$ cat src/rtl/dlpd_pkg.sv
// ----------------------------------------------------------------------------
// dlpd_pkg
// Shared types and constants for the decimal length prefix deframer.
// ----------------------------------------------------------------------------
package dlpd_pkg;

  localparam int unsigned MAX_STRING_LENGTH = 65535;
  localparam int unsigned LEN_W = $clog2(MAX_STRING_LENGTH + 1);
  localparam int unsigned ACC_W = LEN_W + 4;

  localparam logic [7:0] DIGIT_LO = 8'h30;
  localparam logic [7:0] DIGIT_HI = 8'h39;

  typedef enum logic [1:0] {
    MODE_HEADER  = 2'd0,
    MODE_PAYLOAD = 2'd1,
    MODE_DROP    = 2'd2
  } mode_t;

  typedef enum logic [1:0] {
    STATUS_OK        = 2'd0,
    STATUS_NO_DIGITS = 2'd1,
    STATUS_TOO_LARGE = 2'd2,
    STATUS_TRUNCATED = 2'd3
  } status_t;

  typedef struct packed {
    mode_t            mode;
    logic [LEN_W-1:0] acc;
    logic             saw_digit;
    logic [LEN_W-1:0] bytes_left;
  } state_t;

  typedef struct packed {
    logic [7:0] data;
    logic       byte_valid;
    logic       string_end;
    status_t    status;
  } result_t;

endpackage

$ cat src/rtl/dlpd_step.sv
// ----------------------------------------------------------------------------
// dlpd_step
// Next-state and result logic for one request byte of the deframer.
// ----------------------------------------------------------------------------
module dlpd_step
  import dlpd_pkg::*;
(
  input  state_t     cur,
  input  logic [7:0] in_byte,
  input  logic       message_end,
  output state_t     nxt,
  output logic       emit,
  output result_t    res
);

  logic             is_digit;
  logic [ACC_W-1:0] acc_wide;
  logic [LEN_W-1:0] left_dec;

  always_comb begin
    is_digit = in_byte inside {[DIGIT_LO:DIGIT_HI]};
    acc_wide = (ACC_W'(cur.acc) << 3) + (ACC_W'(cur.acc) << 1) + ACC_W'(in_byte[3:0]);
    left_dec = (cur.bytes_left != '0) ? cur.bytes_left - LEN_W'(1) : '0;
  end

  always_comb begin
    nxt  = cur;
    emit = 1'b0;
    res  = '{data: 8'h00, byte_valid: 1'b0, string_end: 1'b0, status: STATUS_OK};
    case (cur.mode)
      MODE_HEADER: begin
        if (is_digit) begin
          nxt.saw_digit = 1'b1;
          if (acc_wide > ACC_W'(MAX_STRING_LENGTH)) begin
            emit   = 1'b1;
            res.status = STATUS_TOO_LARGE;
          end else if (message_end) begin
            emit   = 1'b1;
            res.status = STATUS_TRUNCATED;
          end else begin
            nxt.acc = acc_wide[LEN_W-1:0];
          end
        end else if (!cur.saw_digit) begin
          emit   = 1'b1;
          res.status = STATUS_NO_DIGITS;
        end else if (cur.acc == '0) begin
          nxt.saw_digit  = 1'b0;
          emit           = 1'b1;
          res.string_end = 1'b1;
        end else if (message_end) begin
          emit   = 1'b1;
          res.status = STATUS_TRUNCATED;
        end else begin
          nxt.bytes_left = cur.acc;
          nxt.acc        = '0;
          nxt.saw_digit  = 1'b0;
          nxt.mode       = MODE_PAYLOAD;
        end
        if (emit && res.status != STATUS_OK) begin
          nxt.acc        = '0;
          nxt.saw_digit  = 1'b0;
          nxt.bytes_left = '0;
          nxt.mode       = message_end ? MODE_HEADER : MODE_DROP;
        end
      end
      MODE_PAYLOAD: begin
        emit           = 1'b1;
        res.data       = in_byte;
        res.byte_valid = 1'b1;
        nxt.bytes_left = left_dec;
        if (left_dec == '0) begin
          nxt.mode       = MODE_HEADER;
          nxt.acc        = '0;
          nxt.saw_digit  = 1'b0;
          res.string_end = 1'b1;
        end else if (message_end) begin
          nxt.mode       = MODE_HEADER;
          nxt.acc        = '0;
          nxt.saw_digit  = 1'b0;
          nxt.bytes_left = '0;
          res.status     = STATUS_TRUNCATED;
        end
      end
      default: begin
        if (message_end) begin
          nxt.mode       = MODE_HEADER;
          nxt.acc        = '0;
          nxt.saw_digit  = 1'b0;
          nxt.bytes_left = '0;
        end
      end
    endcase
  end

endmodule

$ cat src/rtl/decimal_length_prefix_deframer.sv
// ----------------------------------------------------------------------------
// decimal_length_prefix_deframer
// Splits a byte stream of decimal-length-prefixed strings into payload bytes.
// ----------------------------------------------------------------------------
// Takes one message byte per clock and presents at most one result per byte:
// the byte sits in an input register, is decoded by one pass of small logic (a
// times-ten add and a compare on the 16-bit length, a decrement of the payload
// count) and lands in a result register. A new byte is taken every cycle while
// results are taken; a stalled result holds one byte in the input register
// before the block stops taking more. Length digits and dropped bytes give no
// result. Header errors give one result with no byte, then bytes are dropped
// until message_end; a cut payload's last byte has a truncated status.
module decimal_length_prefix_deframer
  import dlpd_pkg::*;
(
  input  logic       clk,
  input  logic       rst,
  input  logic       item_valid,
  output logic       item_ready,
  input  logic [7:0] in_byte,
  input  logic       message_end,
  output logic       result_valid,
  input  logic       result_ready,
  output logic [7:0] out_byte,
  output logic       byte_valid,
  output logic       string_end,
  output status_t    status
);

  logic       pend_valid;
  logic [7:0] pend_byte;
  logic       pend_end;
  state_t     st;
  state_t     st_next;
  logic       emit;
  result_t    res;
  result_t    out_reg;
  logic       out_free;
  logic       advance;

  assign out_free   = !result_valid || result_ready;
  assign advance    = pend_valid && out_free;
  assign item_ready = !pend_valid || out_free;

  dlpd_step u_step (
    .cur         (st),
    .in_byte     (pend_byte),
    .message_end (pend_end),
    .nxt         (st_next),
    .emit        (emit),
    .res         (res)
  );

  always_ff @(posedge clk) begin
    if (rst) begin
      pend_valid   <= 1'b0;
      result_valid <= 1'b0;
      st           <= '{mode: MODE_HEADER, acc: '0, saw_digit: 1'b0, bytes_left: '0};
    end else begin
      if (item_valid && item_ready) begin
        pend_valid <= 1'b1;
      end else if (advance) begin
        pend_valid <= 1'b0;
      end
      if (advance) begin
        result_valid <= emit;
        st           <= st_next;
      end else if (result_ready) begin
        result_valid <= 1'b0;
      end
    end
  end

  always_ff @(posedge clk) begin
    if (item_valid && item_ready) begin
      pend_byte <= in_byte;
      pend_end  <= message_end;
    end
    if (advance && emit) begin
      out_reg <= res;
    end
  end

  assign out_byte   = out_reg.data;
  assign byte_valid = out_reg.byte_valid;
  assign string_end = out_reg.string_end;
  assign status     = out_reg.status;

  a_payload_count : assert property (@(posedge clk) disable iff (rst)
    st.mode == MODE_PAYLOAD |-> st.bytes_left != '0)
    else $error("payload mode with no bytes left");

  a_acc_bound : assert property (@(posedge clk) disable iff (rst)
    st.acc <= LEN_W'(MAX_STRING_LENGTH))
    else $error("length accumulator above maximum");

  a_end_ok : assert property (@(posedge clk) disable iff (rst)
    result_valid && string_end |-> status == STATUS_OK)
    else $error("string end with error status");

  a_err_no_byte : assert property (@(posedge clk) disable iff (rst)
    result_valid && (status == STATUS_NO_DIGITS || status == STATUS_TOO_LARGE)
      |-> !byte_valid && out_byte == 8'h00)
    else $error("header error result carries a byte");

endmodule

$ cat config.mk
export PLATFORM = sky130hd
export DESIGN_NAME = decimal_length_prefix_deframer
export DESIGN_NICKNAME = d
export VERILOG_FILES = /design/src/rtl/dlpd_pkg.sv /design/src/rtl/dlpd_step.sv /design/src/rtl/decimal_length_prefix_deframer.sv
export SDC_FILE = /design/constraint.sdc
export NUM_CORES = 1
export LEC_CHECK = 0
export ABC_AREA = 1
export BUFFER_PORTS_ARGS = -buffer_cell sky130_fd_sc_hd__buf_2
export CORE_MARGIN = 8
export CORE_UTILIZATION = 55
export DETAILED_ROUTE_END_ITERATION = 10
export PLACE_DENSITY = 0.72
export SLEW_MARGIN = 15
export SYNTH_ARGS = -nofsm -noshare
export SYNTH_HDL_FRONTEND = slang
export SYNTH_HIERARCHICAL = 1
export SYNTH_SLANG_ARGS = --single-unit
export TNS_END_PERCENT = 30
$ cat constraint.sdc
create_clock -name clk -period 5.1 [get_ports clk]
set_clock_uncertainty 0.2 [all_clocks]
set_input_delay 0.765 -clock clk [delete_from_list [all_inputs] [get_ports clk]]
set_output_delay 0.765 -clock clk [all_outputs]
set_load 0.1 [all_outputs]
==> metrics.cfg <==
[finish]
insertedDiodeCount = 0
drive_gt1_frac = 0.114
instances_no_fill = 1092
synthToLayoutAreaGrowth_pct = 5.08
design_area_sq_mm = 0.00624
final_util = 0.583
fin_nets = 994

[pwr]
p_per_area_mw_per_mm2 = 261
peakVddDrop_uv = 248
power_mw = 1.63
leakage_nw = 3.08

[floorplan]
die_w_microns = 120
row_count = 38
coreArea_sq_mm = 0.0107
ios = 27
initial_core_util = 0.555
die_h_microns = 120
die_area_sq_mm = 0.0144

[timing]
hold_viol_final = 0
slew_headroom = 0.308
rsz0062_at_grt = false
min_period_ps = 3910
fin_crit_sh = 0.767
worst_pin_slew_ps = 1040
slew_viol_final = 0
fin_setup_tns_ps = 0
whs_ps = 336
fin_ws_ps = 1190
finalSetupViolCount = 0
max_clock_freq_mhz = 256

[drt]
ant_nets = 0
wire_per_inst_microns = 14.7
vias_per_cell = 5.57
wl_microns = 16100
routed-via-count = 6082
dr.pass1.iters = 5
drt-initial-drc-count = 650
drc_errors = 0

[synthesis]
ys.flop_type = dfxtp_1
synth_edf_count = 21
synth_common_cells = nand2_1, nand3_1, inv_1, nor2_1, a21oi_1
ys_types = 42
yosysTopAreaCell = nand2_1
syn-cell-area_sq_mm = 0.00594
synth.top_cells.by_area = nand2_1, dfxtp_1, nand3_1, edfxtp_1, inv_1
ys_seq_area_frac = 0.231
netlist.area_leader.share = 0.149
async_flop_share = 0
synth-seq-cells = 58
synth_most_common_cell = nand2_1
avgSynthCellArea_sq_um = 6.25
syn_nets = 998
yosysWarnings = 6
syn_inst = 951

[critical_path]
cp_slowest_cell = fa_1
crit_chain = inv_1, fa_1, inv_1, fa_1, nand2_1, nand2_1, nand3b_1, nand2_1, nand2_1, nand2_1, nand2_1, nand2_1, nand2_1, nor2_4, nand3_2, nand3_1, nand2_1, inv_1, nor2_1, buf_4
crit_path_max_fanout = 16
crit_top_cell = nand2_1
start_kind = flip-flop
path_delay_family = simple AND/OR/NAND/NOR gates
required_ps = 4970
critical_path.max_stage_delay_ps = 500
arrival_ps = 3780
critPathKind = reg2reg
path_buf_inv = 4
crit_start = st[17]
reg2reg_from = st[17]
endpoint_kind = flip-flop

[grt]
grt_max_degree = 73
grt_use_total = 0.223
grt_pass1_wl_microns = 26600
grt_antenna_before_repair = 0
grt_pass1_vias = 5361
grt_overflow_total = 0

[clock_tree]
insertion_delay_ps = 360
post_cts_resized = 0
cts_setup_buffers = 0
cts_tree = done
cts_sinks = 58
cts_buffer_depth = 2
clk_pin_slew_worst_paths_ps = 80
ctsHoldBuffers = 0
htreeDepth = 3
cts_buffers = 9
cts_root_buf = clkbuf_8

[placement]
dpl.hpwl_microns = 11000
placed_area_sq_mm = 0.00599
dp.cells = 1076
gp_congestion = 0.951
pre_cts_slack_ps = 1200
io_buffer_count = 26

[worst_hold_path]
min_path_type = reg2reg
min-delay-start = pend_valid

[flow_run]
maxCapViolCount = 0

[run_status]
status = completed

[final timing paths]
path                                   end  slack (ps)  cells after the start
worst max register to register  byte_valid        1190                     20
worst min-delay path            pend_valid         340                      2
worst max-delay path            byte_valid        1190                     20
worst min register to register  pend_valid         340                      2
[cell type report]
type	instances	area [sq um]
Clock buffer	9	124
Clock inverter	7	125
Fill cell	1095	4460
Inverter	134	503
Multi-Input combinational cell	712	3770
Sequential cell	58	1370
Tap cell	140	175
Timing Repair Buffer	32	175
[metal layers]
layer / track usage / up-vias / part of all wire
li1: - / 3093 / -
met2: 0.343 / 233 / 0.45
met1: 0.313 / 2722 / 0.47
met5: 0.0243 / - / 0.0026
met3: 0.0329 / 32 / 0.066
met4: 0.0695 / 2 / 0.017
[report_power, final]
| group | internal, mW | switching [mW] | leakage (nW) |
|---|---|---|---|
| Clock | 0.329 | 0.223 | 0.124 |
| Sequential | 0.511 | 0.0397 | 0.504 |
| Combinational | 0.160 | 0.367 | 2.45 |
[tightest hold or removal path, cell delays in order, from the launching register on]
cell     delay [ps]
dfxtp_2         320
nand3_1         110
a21oi_1          70
[cells by family after synthesis]
| family | after synthesis | synth area share |
|---|---|---|
| AOI/OAI and AO/OA | 104 | 0.0994 |
| xor gates and xnor gates | 16 | 0.0236 |
| adders and majority gates | 34 | 0.0742 |
| buffers and inverters | 181 | 0.135 |
| DFF | 58 | 0.231 |
| and+or+nand+nor | 558 | 0.436 |
[registers in the layout (all words and copies together), names as in the netlist]
register and cells:
pend_byte 8, st 35, string_end 1, byte_valid 1, pend_end 1, status 2
out_byte 8, pend_valid 1, result_valid 1
[layout by cell type (no fill, tap or decap), drive strengths merged, types with 21 or more instances in the layout]
cell type,n
nand2,245
nand3,168
inv,133
nor2,108
a21oi,57
dfxtp,37
ha,32
buf,32
o21ai,22
edfxtp,21
No activity file was read; power rests on OpenSTA's default activity.
